--- src/rtl/jre_pkg.sv ---
`timescale 1ns / 1ps
// Shared types, codes and helper functions for the Jacobi rotation engine.
// No dependencies; the multiplier, divide/square-root unit and top level import this package.
package jre_pkg;

    localparam int MAX_DIM_DEF = 16;
    localparam int ACC_W       = 67;
    localparam int OPND_W      = 33;
    localparam int PROD_W      = 66;
    localparam int PADDR_W     = 3;

    localparam logic [0:0] REG_MATRIX_SIZE = 1'b0;
    localparam logic [4:0] SIZE_RESET      = 5'd16;

    localparam logic [2:0] OP_WRITE_A = 3'd0;
    localparam logic [2:0] OP_WRITE_R = 3'd1;
    localparam logic [2:0] OP_ROTATE  = 3'd2;
    localparam logic [2:0] OP_READ_A  = 3'd3;
    localparam logic [2:0] OP_READ_R  = 3'd4;

    localparam logic [1:0] STAT_OK    = 2'd0;
    localparam logic [1:0] STAT_RANGE = 2'd1;
    localparam logic [1:0] STAT_PIVOT = 2'd2;

    localparam logic signed [OPND_W-1:0] Q30_ONE = 33'sd1073741824;

    typedef enum logic [4:0] {
        ST_IDLE, ST_DECODE, ST_READ, ST_RD_LL, ST_RD_KL, ST_PIV, ST_HD,
        ST_MAC, ST_POST, ST_UNIT, ST_ZKL, ST_ZLK, ST_ROW, ST_AR1, ST_AR2,
        ST_AW1, ST_AW2, ST_RR0, ST_RR1, ST_RR2, ST_DONE
    } t_state;

    // multiply-accumulate jobs run on the shared multiplier
    typedef enum logic [3:0] {
        J_HHDD, J_TT, J_CT, J_CC, J_SS, J_CS, J_DKK, J_DLL,
        J_AK, J_AL, J_RK, J_RL
    } t_job;

    typedef enum logic [1:0] {U_ROOT1, U_TAN, U_ROOT2, U_COS} t_utag;

    typedef enum logic {UM_DIV, UM_SQRT} t_umode;

    typedef struct packed {
        logic        start;
        t_umode      mode;
        logic [63:0] num;
        logic [32:0] den;
    } t_unit_req;

    typedef struct packed {
        logic        busy;
        logic        done;
        logic [63:0] q;
    } t_unit_rsp;

    // arithmetic shift by 30 that truncates toward zero
    function automatic logic signed [ACC_W-1:0] shr30(input logic signed [ACC_W-1:0] v);
        logic [ACC_W-1:0] mag;
        begin
            mag = v[ACC_W-1] ? ACC_W'(-v) : ACC_W'(v);
            mag = mag >> 30;
            shr30 = v[ACC_W-1] ? -$signed(mag) : $signed(mag);
        end
    endfunction

    function automatic logic signed [31:0] sat32(input logic signed [ACC_W-1:0] v);
        begin
            if (v > 67'sd2147483647) begin
                sat32 = 32'sh7fffffff;
            end else if (v < -67'sd2147483648) begin
                sat32 = 32'sh80000000;
            end else begin
                sat32 = v[31:0];
            end
        end
    endfunction

endpackage

--- src/rtl/jre_mul.sv ---
`timescale 1ns / 1ps
// Shared signed 33x33 multiplier with a registered product.
// Depends on jre_pkg for operand and product widths.
module jre_mul import jre_pkg::*; (
    input  logic                     i_clk,
    input  logic signed [OPND_W-1:0] i_a,
    input  logic signed [OPND_W-1:0] i_b,
    output logic signed [PROD_W-1:0] o_p
);

    logic signed [PROD_W-1:0] r_p;

    always_ff @(posedge i_clk) begin
        r_p <= i_a * i_b;
    end

    assign o_p = r_p;

endmodule

--- config.mk ---
export PLATFORM = sky130hd
export DESIGN_NAME = jre_mul
export DESIGN_NICKNAME = d
export VERILOG_FILES = /design/src/rtl/jre_pkg.sv /design/src/rtl/jre_mul.sv
export SDC_FILE = /design/constraint.sdc
export NUM_CORES = 2
export LEC_CHECK = 0
export BUFFER_PORTS_ARGS = -buffer_cell sky130_fd_sc_hd__buf_2
export CELL_PAD_IN_SITES_DETAIL_PLACEMENT = 1
export CELL_PAD_IN_SITES_GLOBAL_PLACEMENT = 1
export CORE_MARGIN = 10
export CORE_UTILIZATION = 40
export DETAILED_ROUTE_END_ITERATION = 12
export GPL_ROUTABILITY_DRIVEN = 0
export GPL_TIMING_DRIVEN = 0
export PLACE_DENSITY_LB_ADDON = 0.1
export SKIP_CTS_REPAIR_TIMING = 1
export SLEW_MARGIN = 25
export SYNTH_ARGS = -nofsm -noshare
export SYNTH_HDL_FRONTEND = slang
export SYNTH_SLANG_ARGS = --single-unit
--- constraint.sdc ---
create_clock -name i_clk -period 7.7 [get_ports i_clk]
set_input_delay 0.77 -clock i_clk [delete_from_list [all_inputs] [get_ports i_clk]]
set_output_delay 0.77 -clock i_clk [all_outputs]
set_load 0.01 [all_outputs]
======== Word-level counts from Yosys, hierarchy flattened ========
Index checks and enable logic that the tools add are counted.
cells by class
  multipliers ............................. 1
operators with widths
  cell                          count
  multiplier 33 x 33 -> 66 bit  1
word-level totals
  word-level logic and storage cells ...... 2
  output and inout port bits .............. 66
  bits of input ports ..................... 67
  register bits after elaboration ......... 66

======== Depth between registers and ports, before layout ========
  word-level depth ........................ 1
  gate-level depth with buffers ........... 27
  gate-level depth less buffers ........... 26

======== Worst setup path before layout ========
No wires, ideal clock.
  path kind ............................... in2reg
  start point ............................. input port i_a[32]
  end point ............................... register r_p[62] (netlist: o_p[62])
  path slack .............................. -306 ps
  stages .................................. 23
  buffers on the path ..................... 2
  required time ........................... 7,621 ps
  data arrival time ....................... 7,927 ps
  setup time .............................. 79 ps
  cell sequence ........................... clkbuf_1 > nand2_1 > inv_1 > fa_1 > fa_1 > fa_1 > fa_1 > fa_1 > fa_1 > fa_1 > inv_1 > fa_1 > inv_1 > ha_1 > clkbuf_1 > and3_1 > nand3_1 > nand2b_1 > a2111oi_4 > a211oi_4 > a21o_2 > a21o_1 > a211oi_2
between the ends
  word-level cells in the longest chain between the ends .. 1
ends and longest elaborated chain
  element                       RTL line       text
  start, declared               jre_mul.sv:6   input logic signed [OPND_W-1:0] i_a,
  multiplier 33 x 33 -> 66 bit  jre_mul.sv:14  r_p <= i_a * i_b;
  end signal, assigned          jre_mul.sv:14
  end, declared                 jre_mul.sv:11  logic signed [PROD_W-1:0] r_p;
Every way passes these cells.

======== Worst setup path in the final report ========
  start point ............................. input port i_a[32]
  end point ............................... register r_p[59] (netlist: o_p[59])
The elaborated chain is that of the path after synthesis.

==> metrics.md <==
| Metric | Value |
|---|---|
| Proportion of synthesized chip area in sequential cells | 3.24% |
| Area share of the largest cell type after synthesis | 56.3% |
| Slowest CP cell | sky130_fd_sc_hd__fa_2 |
| Compound-gate portion of the synthesized area | 4.07% |
| Fillers | 11500 |
| Number of synthesized flops with an enable pin | 0 |
| I/O pin count | 133 |
| Global routing's busiest layer | met2 |
| Multi-input logic area | 0.0353 mm² |
| Total congestion overflow after global routing | 0 |
| Synth Net Count | 5767 |
| Die area | 0.115 mm² |
| Height of the chip | 339 µm |
| GRT met2 Usage | 47.3% |
| CP arrival | 7940 ps |
| Deepest clock path buffer count | 2 |
| Critical-path maximum fanout | 10 |
| Shortest period the worst path allows | 7650 ps |
| Post-synthesis async set-or-reset flop share | 0% |
| Fin crit share | 99.3% |
| Number of max-capacitance violations reported | 0 |
| Slew at the pin closest to its max-slew limit | 679 ps |
| Longest individual stage delay on the worst path | 690 ps |
| Number of nets in the final layout | 5999 |
| Starting Density | 40.5% |
| Post-detailed-route wirelength per cell | 27.6 µm |
| Synth Register Bits | 66 |
| Status | finished clean |
| Hpwl dp | 144 mm |
| Clock-pin transition on the worst setup and hold timing paths | 60 ps |
| Number of remaining DRC errors | 0 |
| Clock tree from TritonCTS | yes |
| Synthesized area divided by synthesized cell count | 9.39 µm² |
| Smallest hold slack | 873 ps |
| GRT Util Overall | 28.5% |
| Sort of element at the start of the critical path | input port |
| Share of cell area taken by muxes after synthesis | 0% |
| Cell type with the largest total area after synthesis | sky130_fd_sc_hd__fa_1 |
| Number of antenna violations at the first check in global routing | 22 |
| Die Span X | 339 µm |
| CP required | 7990 ps |
| Slew Viols, Final | 0 |
| Gate count after technology mapping | 4338 |
| Unrepaired setup endpoints after global routing | true |
| Post-Syn Area | 0.0407 mm² |
| Category of the worst setup path capture point | flop |
| Met1 Resource Use GR | 35.4% |
| Series of cell instances along the critical path | buf_6, buf_8, and2_4, fa_2, fa_2, fa_2, buf_4, fa_2, buf_8, fa_1, fa_1, fa_1, inv_1, fa_1, inv_1, ha_2, and2_4, and3_4, nand4_1, nor4_4, a21oi_4, buf_12, o31ai_4, xor2_1 |
| Floorplan row count | 116 |
| Overall via count from detail_route | 30900 |
| Detail Route Antenna Nets | 0 |
| Detailed-route wire length | 164 mm |
| Met3 track utilization from global routing | 5.07% |
| Slew margin rel. | 54.7% |
| Synth Warn # | 0 |
| Routed vias/inst | 5.21 |
| Flip-flop count of the largest register, all copies and words added | 66 |
| # clock sinks | 66 |
| Critical path type | in2reg |
| Number of optimization iterations in the first detailed-route pass | 7 |
| Combinational family with the most area after synthesis | adder cells |
| CTS H-Tree Depth | 3 |
| Top post-synthesis cells by area | sky130_fd_sc_hd__fa_1 (56%), sky130_fd_sc_hd__inv_1 (10%), sky130_fd_sc_hd__and2_1 (8.6%) |
| Iter 0 DRT Violations | 1952 |
| Maximum number of pins on one net before global-route repair | 27 |
| Max Clock Freq | 131 MHz |
| Type of the most critical hold path | in2reg |
| Global-route wire length before repair | 238 mm |
| Core Box Area | 0.101 mm² |
| Ratio of cells with drive above 1 in the final layout | 15.5% |
| Area growth from synthesis to final layout | 15.9% |
| Root buffer selected by CTS | sky130_fd_sc_hd__clkbuf_16 |
| Count of port buffers added during placement | 132 |
| Number of distinct library cells after synthesis | 80 |
| Simple logic cell fraction of the synthesized area | 15.8% |
| Commonest register cell after synthesis | sky130_fd_sc_hd__dfxtp_1 |
| Storage cell area | 0.00132 mm² |
| Number of CTS-inserted buffers | 9 |
| Final Hold Viols | 0 |
| Number of global-route vias before repair | 34000 |
| Parity-gate share of the synthesized area counting xor and xnor cells | 1.46% |
| Number of setup violations in the final report | 0 |
| Synthesized-area fraction occupied by adder cells | 62.9% |
## metrics by stage
stage / worst slack (ps) / instance area (µm²) / util [%] / TNS, ps / std cells
global placement: -1970 / 43100 / 42.8 / -54280 / 5827
finish: 54.3 / 47200 / 46.9 / 0 / 5937
global route: -108 / 47200 / 46.9 / -597 / 5933
detailed placement: -1940 / 43100 / 42.9 / -55720 / 5827
CTS: -1590 / 43400 / 43.2 / -38830 / 5843
floorplan: 23.1 / 40700 / - / 0 / 4338
## layout make-up
cell class | instances | area share, %
multi-input cells | 2920 | 74.7
clock inverters | 4 | 0.156
repair buffers | 229 | 3.73
clock buffers | 12 | 0.543
inverters | 1131 | 9.01
flip-flops and latches | 66 | 2.80
diodes | 5 | 0.0265
well taps | 1357 | 3.60
plain buffers | 213 | 5.43
## logic make-up after synthesis
family	count (synthesis)
xor gates and xnor gates	68
AOI/OAI and AO/OA	219
adders and majority gates	1362
buffers and inverters	1352
DFF	66
and+or+nand+nor	1271
## worst paths after layout
kind,start,end,cells after the start
setup / recovery,i_a[32],o_p[59]$_DFF_P_,24
hold / removal,i_a[0],o_p[0]$_DFF_P_,2
## cell usage after synthesis, drive strengths merged, types with 9 or more instances
| cell | n |
|---|---|
| fa | 1145 |
| inv | 1131 |
| and2 | 563 |
| nand2 | 551 |
| ha | 217 |
| clkbuf | 208 |
| nor2 | 68 |
| dfxtp | 66 |
| a21oi | 61 |
| xnor2 | 43 |
| a21o | 38 |
| o21ai | 33 |
| nand3 | 26 |
| xor2 | 25 |
| buf | 13 |
| nand2b | 12 |
| nand4 | 12 |
| a211oi | 11 |
| o21bai | 11 |
| a31oi | 9 |
## critical path, delay by kind of cell
| family | cells | cell delay (ps) |
|---|---|---|
| simple gates | 5 | 1020 |
| buf+inv | 7 | 920 |
| fa+ha+maj | 9 | 4660 |
| compound gates | 2 | 340 |
| xor+xnor | 1 | 200 |
## metal layers
metal	routed length, µm	vias to the layer above
li1	-	12800
met1	63200	16700
met2	79000	1053
met3	11300	348
met4	10600	10
met5	76	-
## layout by cell type (no fill, tap or decap), types with 27 or more instances in the layout
cell and count:
sky130_fd_sc_hd__inv_1 1102, sky130_fd_sc_hd__fa_1 1061, sky130_fd_sc_hd__and2_1 548, sky130_fd_sc_hd__nand2_1 540, sky130_fd_sc_hd__ha_1 189, sky130_fd_sc_hd__buf_4 124, sky130_fd_sc_hd__buf_2 91, sky130_fd_sc_hd__buf_6 84
sky130_fd_sc_hd__fa_2 84, sky130_fd_sc_hd__dfxtp_1 66, sky130_fd_sc_hd__nor2_1 63, sky130_fd_sc_hd__buf_12 53, sky130_fd_sc_hd__a21oi_1 44, sky130_fd_sc_hd__xnor2_1 43, sky130_fd_sc_hd__clkbuf_4 37, sky130_fd_sc_hd__a21o_1 36
sky130_fd_sc_hd__buf_8 35, sky130_fd_sc_hd__inv_2 27
Power is not shown: default switching activity piles up to over one toggle a cycle in this logic, so the estimate is an artifact.
