File: src/rtl/jre_pkg.sv
`timescale 1ns / 1ps
// Shared types, codes and helper functions for the Jacobi rotation engine.
// No dependencies; the multiplier, divide/square-root unit and top level import this package.
package jre_pkg;

    localparam int MAX_DIM_DEF = 16;
    localparam int ACC_W       = 67;
    localparam int OPND_W      = 33;
    localparam int PROD_W      = 66;
    localparam int PADDR_W     = 3;

    localparam logic [0:0] REG_MATRIX_SIZE = 1'b0;
    localparam logic [4:0] SIZE_RESET      = 5'd16;

    localparam logic [2:0] OP_WRITE_A = 3'd0;
    localparam logic [2:0] OP_WRITE_R = 3'd1;
    localparam logic [2:0] OP_ROTATE  = 3'd2;
    localparam logic [2:0] OP_READ_A  = 3'd3;
    localparam logic [2:0] OP_READ_R  = 3'd4;

    localparam logic [1:0] STAT_OK    = 2'd0;
    localparam logic [1:0] STAT_RANGE = 2'd1;
    localparam logic [1:0] STAT_PIVOT = 2'd2;

    localparam logic signed [OPND_W-1:0] Q30_ONE = 33'sd1073741824;

    typedef enum logic [4:0] {
        ST_IDLE, ST_DECODE, ST_READ, ST_RD_LL, ST_RD_KL, ST_PIV, ST_HD,
        ST_MAC, ST_POST, ST_UNIT, ST_ZKL, ST_ZLK, ST_ROW, ST_AR1, ST_AR2,
        ST_AW1, ST_AW2, ST_RR0, ST_RR1, ST_RR2, ST_DONE
    } t_state;

    // multiply-accumulate jobs run on the shared multiplier
    typedef enum logic [3:0] {
        J_HHDD, J_TT, J_CT, J_CC, J_SS, J_CS, J_DKK, J_DLL,
        J_AK, J_AL, J_RK, J_RL
    } t_job;

    typedef enum logic [1:0] {U_ROOT1, U_TAN, U_ROOT2, U_COS} t_utag;

    typedef enum logic {UM_DIV, UM_SQRT} t_umode;

    typedef struct packed {
        logic        start;
        t_umode      mode;
        logic [63:0] num;
        logic [32:0] den;
    } t_unit_req;

    typedef struct packed {
        logic        busy;
        logic        done;
        logic [63:0] q;
    } t_unit_rsp;

    // arithmetic shift by 30 that truncates toward zero
    function automatic logic signed [ACC_W-1:0] shr30(input logic signed [ACC_W-1:0] v);
        logic [ACC_W-1:0] mag;
        begin
            mag = v[ACC_W-1] ? ACC_W'(-v) : ACC_W'(v);
            mag = mag >> 30;
            shr30 = v[ACC_W-1] ? -$signed(mag) : $signed(mag);
        end
    endfunction

    function automatic logic signed [31:0] sat32(input logic signed [ACC_W-1:0] v);
        begin
            if (v > 67'sd2147483647) begin
                sat32 = 32'sh7fffffff;
            end else if (v < -67'sd2147483648) begin
                sat32 = 32'sh80000000;
            end else begin
                sat32 = v[31:0];
            end
        end
    endfunction

endpackage

File: src/rtl/jre_divsqrt.sv
`timescale 1ns / 1ps
// Shared shift-subtract unit: 64/33 unsigned divide or 64-bit integer square root.
// Depends on jre_pkg for the request and response structs.
module jre_divsqrt import jre_pkg::*; (
    input  logic      i_clk,
    input  logic      i_rst_n,
    input  t_unit_req i_req,
    output t_unit_rsp o_rsp
);

    logic        r_busy;
    logic        r_done;
    t_umode      r_mode;
    logic [5:0]  r_cnt;
    logic [63:0] r_x;
    logic [63:0] r_q;
    logic [35:0] r_rem;
    logic [32:0] r_den;

    logic [35:0] shifted;
    logic [35:0] trial;
    logic        ge;

    always_comb begin
        if (r_mode == UM_DIV) begin
            shifted = {r_rem[34:0], r_x[63]};
            trial   = {3'b000, r_den};
        end else begin
            shifted = {r_rem[33:0], r_x[63:62]};
            trial   = {r_q[33:0], 2'b01};
        end
        ge = (shifted >= trial);
    end

    always_ff @(posedge i_clk) begin
        if (!i_rst_n) begin
            r_busy <= 1'b0;
            r_done <= 1'b0;
            r_mode <= UM_DIV;
        end else begin
            r_done <= 1'b0;
            if (i_req.start) begin
                r_busy <= 1'b1;
                r_mode <= i_req.mode;
                r_cnt  <= (i_req.mode == UM_DIV) ? 6'd63 : 6'd31;
                r_x    <= i_req.num;
                r_q    <= '0;
                r_rem  <= '0;
                r_den  <= i_req.den;
            end else if (r_busy) begin
                r_x   <= (r_mode == UM_DIV) ? {r_x[62:0], 1'b0} : {r_x[61:0], 2'b00};
                r_rem <= ge ? (shifted - trial) : shifted;
                r_q   <= {r_q[62:0], ge};
                if (r_cnt == 6'd0) begin
                    r_busy <= 1'b0;
                    r_done <= 1'b1;
                end else begin
                    r_cnt <= r_cnt - 6'd1;
                end
            end
        end
    end

    assign o_rsp.busy = r_busy;
    assign o_rsp.done = r_done;
    assign o_rsp.q    = r_q;

    a_no_start_busy: assert property (@(posedge i_clk) disable iff (!i_rst_n)
        i_req.start |-> !r_busy) else $error("unit started while busy");
    a_done_idle: assert property (@(posedge i_clk) disable iff (!i_rst_n)
        r_done |-> !r_busy) else $error("unit done while still busy");
    a_sqrt_count: assert property (@(posedge i_clk) disable iff (!i_rst_n)
        (r_busy && r_mode == UM_SQRT) |-> (r_cnt <= 6'd31))
        else $error("square root ran past its step count");

endmodule

File: config.mk
export PLATFORM = sky130hd
export DESIGN_NAME = jre_divsqrt
export DESIGN_NICKNAME = d
export VERILOG_FILES = /design/src/rtl/jre_pkg.sv /design/src/rtl/jre_divsqrt.sv
export SDC_FILE = /design/constraint.sdc
export NUM_CORES = 1
export LEC_CHECK = 0
export BUFFER_PORTS_ARGS = -buffer_cell sky130_fd_sc_hd__buf_2
export CORE_AREA = 2 2 147 149
export CTS_CLUSTER_SIZE = 14
export DETAILED_ROUTE_END_ITERATION = 8
export DIE_AREA = 0 0 149 151
export PLACE_DENSITY = 0.74
export SLEW_MARGIN = 20
export SYNTH_ARGS = -nofsm -noshare
export SYNTH_HDL_FRONTEND = slang
export SYNTH_SLANG_ARGS = --single-unit
File: constraint.sdc
create_clock -name i_clk -period 8.1 [get_ports i_clk]
set_clock_uncertainty 0.05 [all_clocks]
set_input_delay 1.62 -clock i_clk [delete_from_list [all_inputs] [get_ports i_clk]]
set_output_delay 1.62 -clock i_clk [all_outputs]
set_load 0.02 [all_outputs]
* Word level (Yosys, flattened, before mapping)
Cells that the tools add are included.
** Storage, ports and cells
- Bits in registers :: 205
- Input bits :: 101
** Operators by class
- $add $sub $neg :: 2
- $lt $le $gt $ge :: 1
- Equal/unequal tests :: 1
- Muxes and demuxes :: 16
- Bitwise gates (word level) :: 2
- Reductions and logical operators :: 6
** Operators by type and width (count)
- 64-bit 2-to-1 mux :: 4
- 36-bit 2-to-1 mux :: 2
- 35-bit 2-to-1 mux :: 2
- 36-bit >= comparator :: 1
- 35-bit subtractor :: 1
- 6-bit 2-to-1 mux :: 4
- 6-bit logical NOT :: 1
- 6-bit by 1-bit subtractor with 6-bit output (second input constant) :: 1
- 1-bit 2-to-1 mux :: 4
- 2-bit AND reduction :: 2
- 3-bit AND reduction :: 1
- 3-bit OR reduction :: 1
- 2-bit != test (second input constant) :: 1
- 1-bit inverter :: 2
- 2-bit nonzero test :: 1

* Longest topological paths before layout
- Word-level depth :: 4
- Gate-level depth with buffers :: 18
- Depth with buffers taken out :: 13

* Worst setup path after synthesis
OpenSTA, ideal clock, no wires.
- Path kind :: input to register
- From :: input i_req[98] (netlist name)
- To :: register r_cnt[0] (enable)
- Library setup time :: 321 ps
- Data arrival time :: 6401 ps
- Slack :: 1328 ps
- Stages on the path :: 4
- Cell sequence :: clkbuf_1 -> buf_1 -> o21a_1 -> o21a_1
** Between the ends
- Cells in the longest elaborated chain, start to end :: 2
- Elaborated cells on any way between the ends :: 3
** RTL lines
- start: declaration :: RTL line jre_divsqrt.sv:7 : input t_unit_req i_req,
- 2-bit != test (no source line) or 2-bit nonzero test (tied branches)
- 3-bit AND reduction (no source line) *
- end signal: assignment :: RTL line jre_divsqrt.sv:45 : r_cnt <= (i_req.mode == UM_DIV) ? 6'd63 : 6'd31;
- end signal: assignment :: RTL line jre_divsqrt.sv:58 : r_cnt <= r_cnt - 6'd1;
- end: declaration :: RTL line jre_divsqrt.sv:14 : logic [5:0] r_cnt;
Every way passes the cells marked *; elsewhere a longest branch is shown, timed or not.
A chain may end at the register's enable or synchronous reset.

* Final worst setup path
- From :: register r_mode
- To :: register r_rem[33] (data pin)
** Between the ends
- Cells in the longest elaborated chain, start to end :: 4
- Elaborated cells on any way between the ends :: 6
** RTL lines
- start: declaration :: RTL line jre_divsqrt.sv:13 : t_umode r_mode;
- start signal: assignment :: RTL line jre_divsqrt.sv:44 : r_mode <= i_req.mode;
- 36-bit 2-to-1 mux :: RTL line jre_divsqrt.sv:25 : if (r_mode == UM_DIV) begin
- 35-bit subtractor or 36-bit >= comparator (tied branches) :: RTL line jre_divsqrt.sv:52, jre_divsqrt.sv:32
- 35-bit 2-to-1 mux * :: RTL line jre_divsqrt.sv:52 : r_rem <= ge ? (shifted - trial) : shifted;
- 35-bit 2-to-1 mux * :: RTL line jre_divsqrt.sv:50 : end else if (r_busy) begin
- end signal: assignment :: RTL line jre_divsqrt.sv:52
- end: declaration :: RTL line jre_divsqrt.sv:17 : logic [35:0] r_rem;
Every way passes the cells marked *; elsewhere a longest branch is shown, timed or not. The select of a mux whose other input is x is not followed.

==> metrics.yaml <==
finish:
  area.sequential_mm2: 0.006130
  drive_gt1_frac: 0.2276
  multi_input_area_mm2: 0.004770
  n_fill_cell: 1697
  syn_to_final_growth_pct: 15.26
  nNetsFinal: 1249
  diodes: 0
  final_util: 0.6192
  design_area_mm2: 0.01289
  finalNonFillerCells: 1400
place:
  place.gp.congestion: 0.8699
  io_buffer_count: 166
  postPlaceCellArea_mm2: 0.01219
  placed_cells: 1360
  dpl.hpwl_mm: 15.75
sta:
  max_freq_ghz: 0.1915
  rsz0062_at_grt: "no"
  worst_pin_slew_ps: 953.0
  slew_headroom: 0.3647
  min_period_ps: 5223
  setup_violations: 0
  fin_crit_sh: 0.6448
  timing.setup.tns_ps: 0
  final-hold-violation-count: 0
  drv_slew: 0
clock_tree:
  htree_levels: 1
  cts_made_buffers: 22
  post_cts_resize_count: 0
  postCtsSetupBuffers: 0
  cts_buffer_depth: 3
  ctsHoldBuffers: 0
  clock_latency_ps: 500
  cts-root-buf: "clkbuf_16"
  clock_sinks: 205
  path_clk_slew_ps: 60
  cts_tree: "yes"
synth:
  synth_area_leaders: "edfxtp_1 54%, mux2i_1 8.8%, ha_1 4.3%, nand2_1 4.0%, nor2b_1 3.9%"
  synth_area_mm2: 0.01119
  ys.flop_type: "edfxtp_1"
  synthDistinctLibCells: 63
  ys_ff_latch: 205
  syn_area_per_cell_um2: 11.58
  synth_fp_nets: 1106
  synth_area_leader_cell: "edfxtp_1"
  netlist_instances: 966
  yosys.area.top_type_share: 0.5423
  async_flop_share: 0
  synth_edf_count: 202
  seq_area_frac_synth: 0.5477
  yosys_warnings: 0
worst_setup_path:
  cp_max_fo: 60
  cp.arrival_ps: 5410
  startpoint: "r_mode"
  crit_type: "flop to flop"
  worstPathRequired_ps: 8280
  worst-r2r-cell-count: 13
  reg2reg_from: "r_mode"
  start_kind: "flop"
  reg2reg_to: "r_rem[33]"
  endpoint: "r_rem[33]"
  ff2ff_setup_slack_ps: 2880
  end_kind: "flop"
run:
  maxCapViolations: 0
drt:
  antenna_left: 0
  routed_via_density: 5.517
  wl_per_cell_um: 16.51
  vias: 7724
  drt_iter0_drc: 381
  totalWireLength_mm: 23.12
  drc: 0
  firstDrtPassIters: 5
global_route:
  antenna_found_initial: 0
  grt_max_degree: 102
  grt_use_total: 0.2054
  grt_pass1_vias: 7450
  gr-total-overflow: 0
  grt_pass1_wl_mm: 37.29
power_and_ir_drop:
  p_int_w: 0.002169
  power.share.switching: 0.2931
  switchingPower_w: 0.0008994
  ir_drop_uv: 179.4
  clkPwrFrac: 0.315
  power.density_mw_per_mm2: 238.0
  p_seq_frac: 0.434
  power.leakage_nw: 4.932
  combPwrFrac: 0.252
floorplanning:
  rows: 53
  die_x_um: 149
  die_area_mm2: 0.02250
  core_mm2: 0.02082
  die_h_um: 151
  initial_core_util: 0.5372
  io_pins: 167
status:
  outcome: "finished clean"
hold_path:
  min_path_type: "flop to flop"
==> worst max-delay path, stage by stage, from the launching register on <==
cell and delay [ps]:
dfxtp_4 830, buf_4 480, buf_4 800, mux2_2 430, ha_1 330, inv_1 120
o21ai_0 150, nor2_1 100, and3_1 200, a31o_1 650, buf_4 370, nor4b_1 80
a31oi_1 170, o311ai_1 130
==> metrics by stage <==
step | hold slack, ps | setup slack [ps] | power, W
after CTS | 412.1 | 2874 | 0.003091
after detailed placement | 398.7 | 2875 | 0.002119
after floorplan | 377.9 | 1328 | 0.001950
final | 407.6 | 2877 | 0.003069
after global routing | 429.3 | 2505 | 0.003234
after global placement | 397.7 | 3088 | 0.002103
==> final cells by class <==
class	instances	area share
multi-input cells	692	0.3700
well taps	275	0.02669
clock buffers	30	0.04823
repair buffers	174	0.06958
flip-flops and latches	205	0.4754
inverters	14	0.004076
clock inverters	10	0.006017
==> registers in the layout, summed over array words and instances, names as in the netlist <==
| name | flops |
|---|---|
| r_rem | 35 |
| r_busy | 1 |
| r_den | 33 |
| r_cnt | 6 |
| r_mode | 1 |
| r_done | 1 |
| r_q | 64 |
| r_x | 64 |
==> cells in the mapped netlist (3+ instances only) <==
cell and count:
edfxtp_1 202, nand2_1 120, mux2i_1 98, o21ai_0 82, nor2b_1 69, a21oi_1 56
clkbuf_1 38, ha_1 38, nor2_1 38, mux2_2 35, xnor2_1 17, inv_1 14
a21o_1 12, a211oi_1 9, buf_1 9, xor2_1 9, nor3_1 8, o21bai_1 8
nand4_1 7, and3_1 6, o211ai_1 6, o21a_1 6, nand2b_1 5, nand3_1 5
a31oi_1 4, a211o_1 3, and2_1 3, buf_4 3, dfxtp_1 3, nand3b_1 3
nor4_1 3, o21ai_1 3, o22ai_1 3, or3_1 3
==> layout by cell type (no fill, tap or decap), types with 35 or more instances in the layout <==
cell	Yosys	layout
nor2b_1	69	69
o21ai_0	82	82
nor2_1	38	38
edfxtp_1	202	202
ha_1	38	38
buf_2	2	165
a21oi_1	56	56
mux2_2	35	35
nand2_1	120	120
mux2i_1	98	98
==> worst min path at each step <==
| stage | from | endpoint | slack, ps | cells after the start |
|---|---|---|---|---|
| 6_report | r_busy | r_done | 410 | 2 |
| 4_1_cts | r_busy | r_done | 410 | 2 |
| 2_1_floorplan | r_busy | r_done | 380 | 2 |
| 3_5_place_dp | r_busy | r_done | 400 | 2 |
| 3_3_place_gp | r_busy | r_done | 400 | 2 |
| 5_1_grt | r_busy | r_done | 430 | 2 |
==> power by group through the flow <==
stage | combinational [W] | sequential [W] | clock, W
floorplan | 0.000589 | 0.00136 | 0
global placement | 0.000753 | 0.00135 | 0
detailed placement | 0.000767 | 0.00135 | 0
CTS | 0.000771 | 0.00133 | 0.000989
global route | 0.000865 | 0.00134 | 0.00103
finish | 0.000772 | 0.00133 | 0.000966
==> kinds of logic after synthesis <==
family	Yosys count	share of synthesized area
mux	133	0.1229
xor+xnor	26	0.02036
simple gates	278	0.1204
fa+ha+maj	39	0.04430
buf+inv	69	0.02673
flops	205	0.5477
compound gates	216	0.1177
==> per-layer routing <==
metal / global-route usage / share of wire / vias up
met3: 0.02681 / 0.048 / 32
met5: 0 / 0 / -
met2: 0.3336 / 0.46 / 184
met1: 0.2957 / 0.47 / 3641
met4: 0.05000 / 0.020 / 0
li1: - / - / 3867
Note: power is estimated with default switching activity, not from simulation.
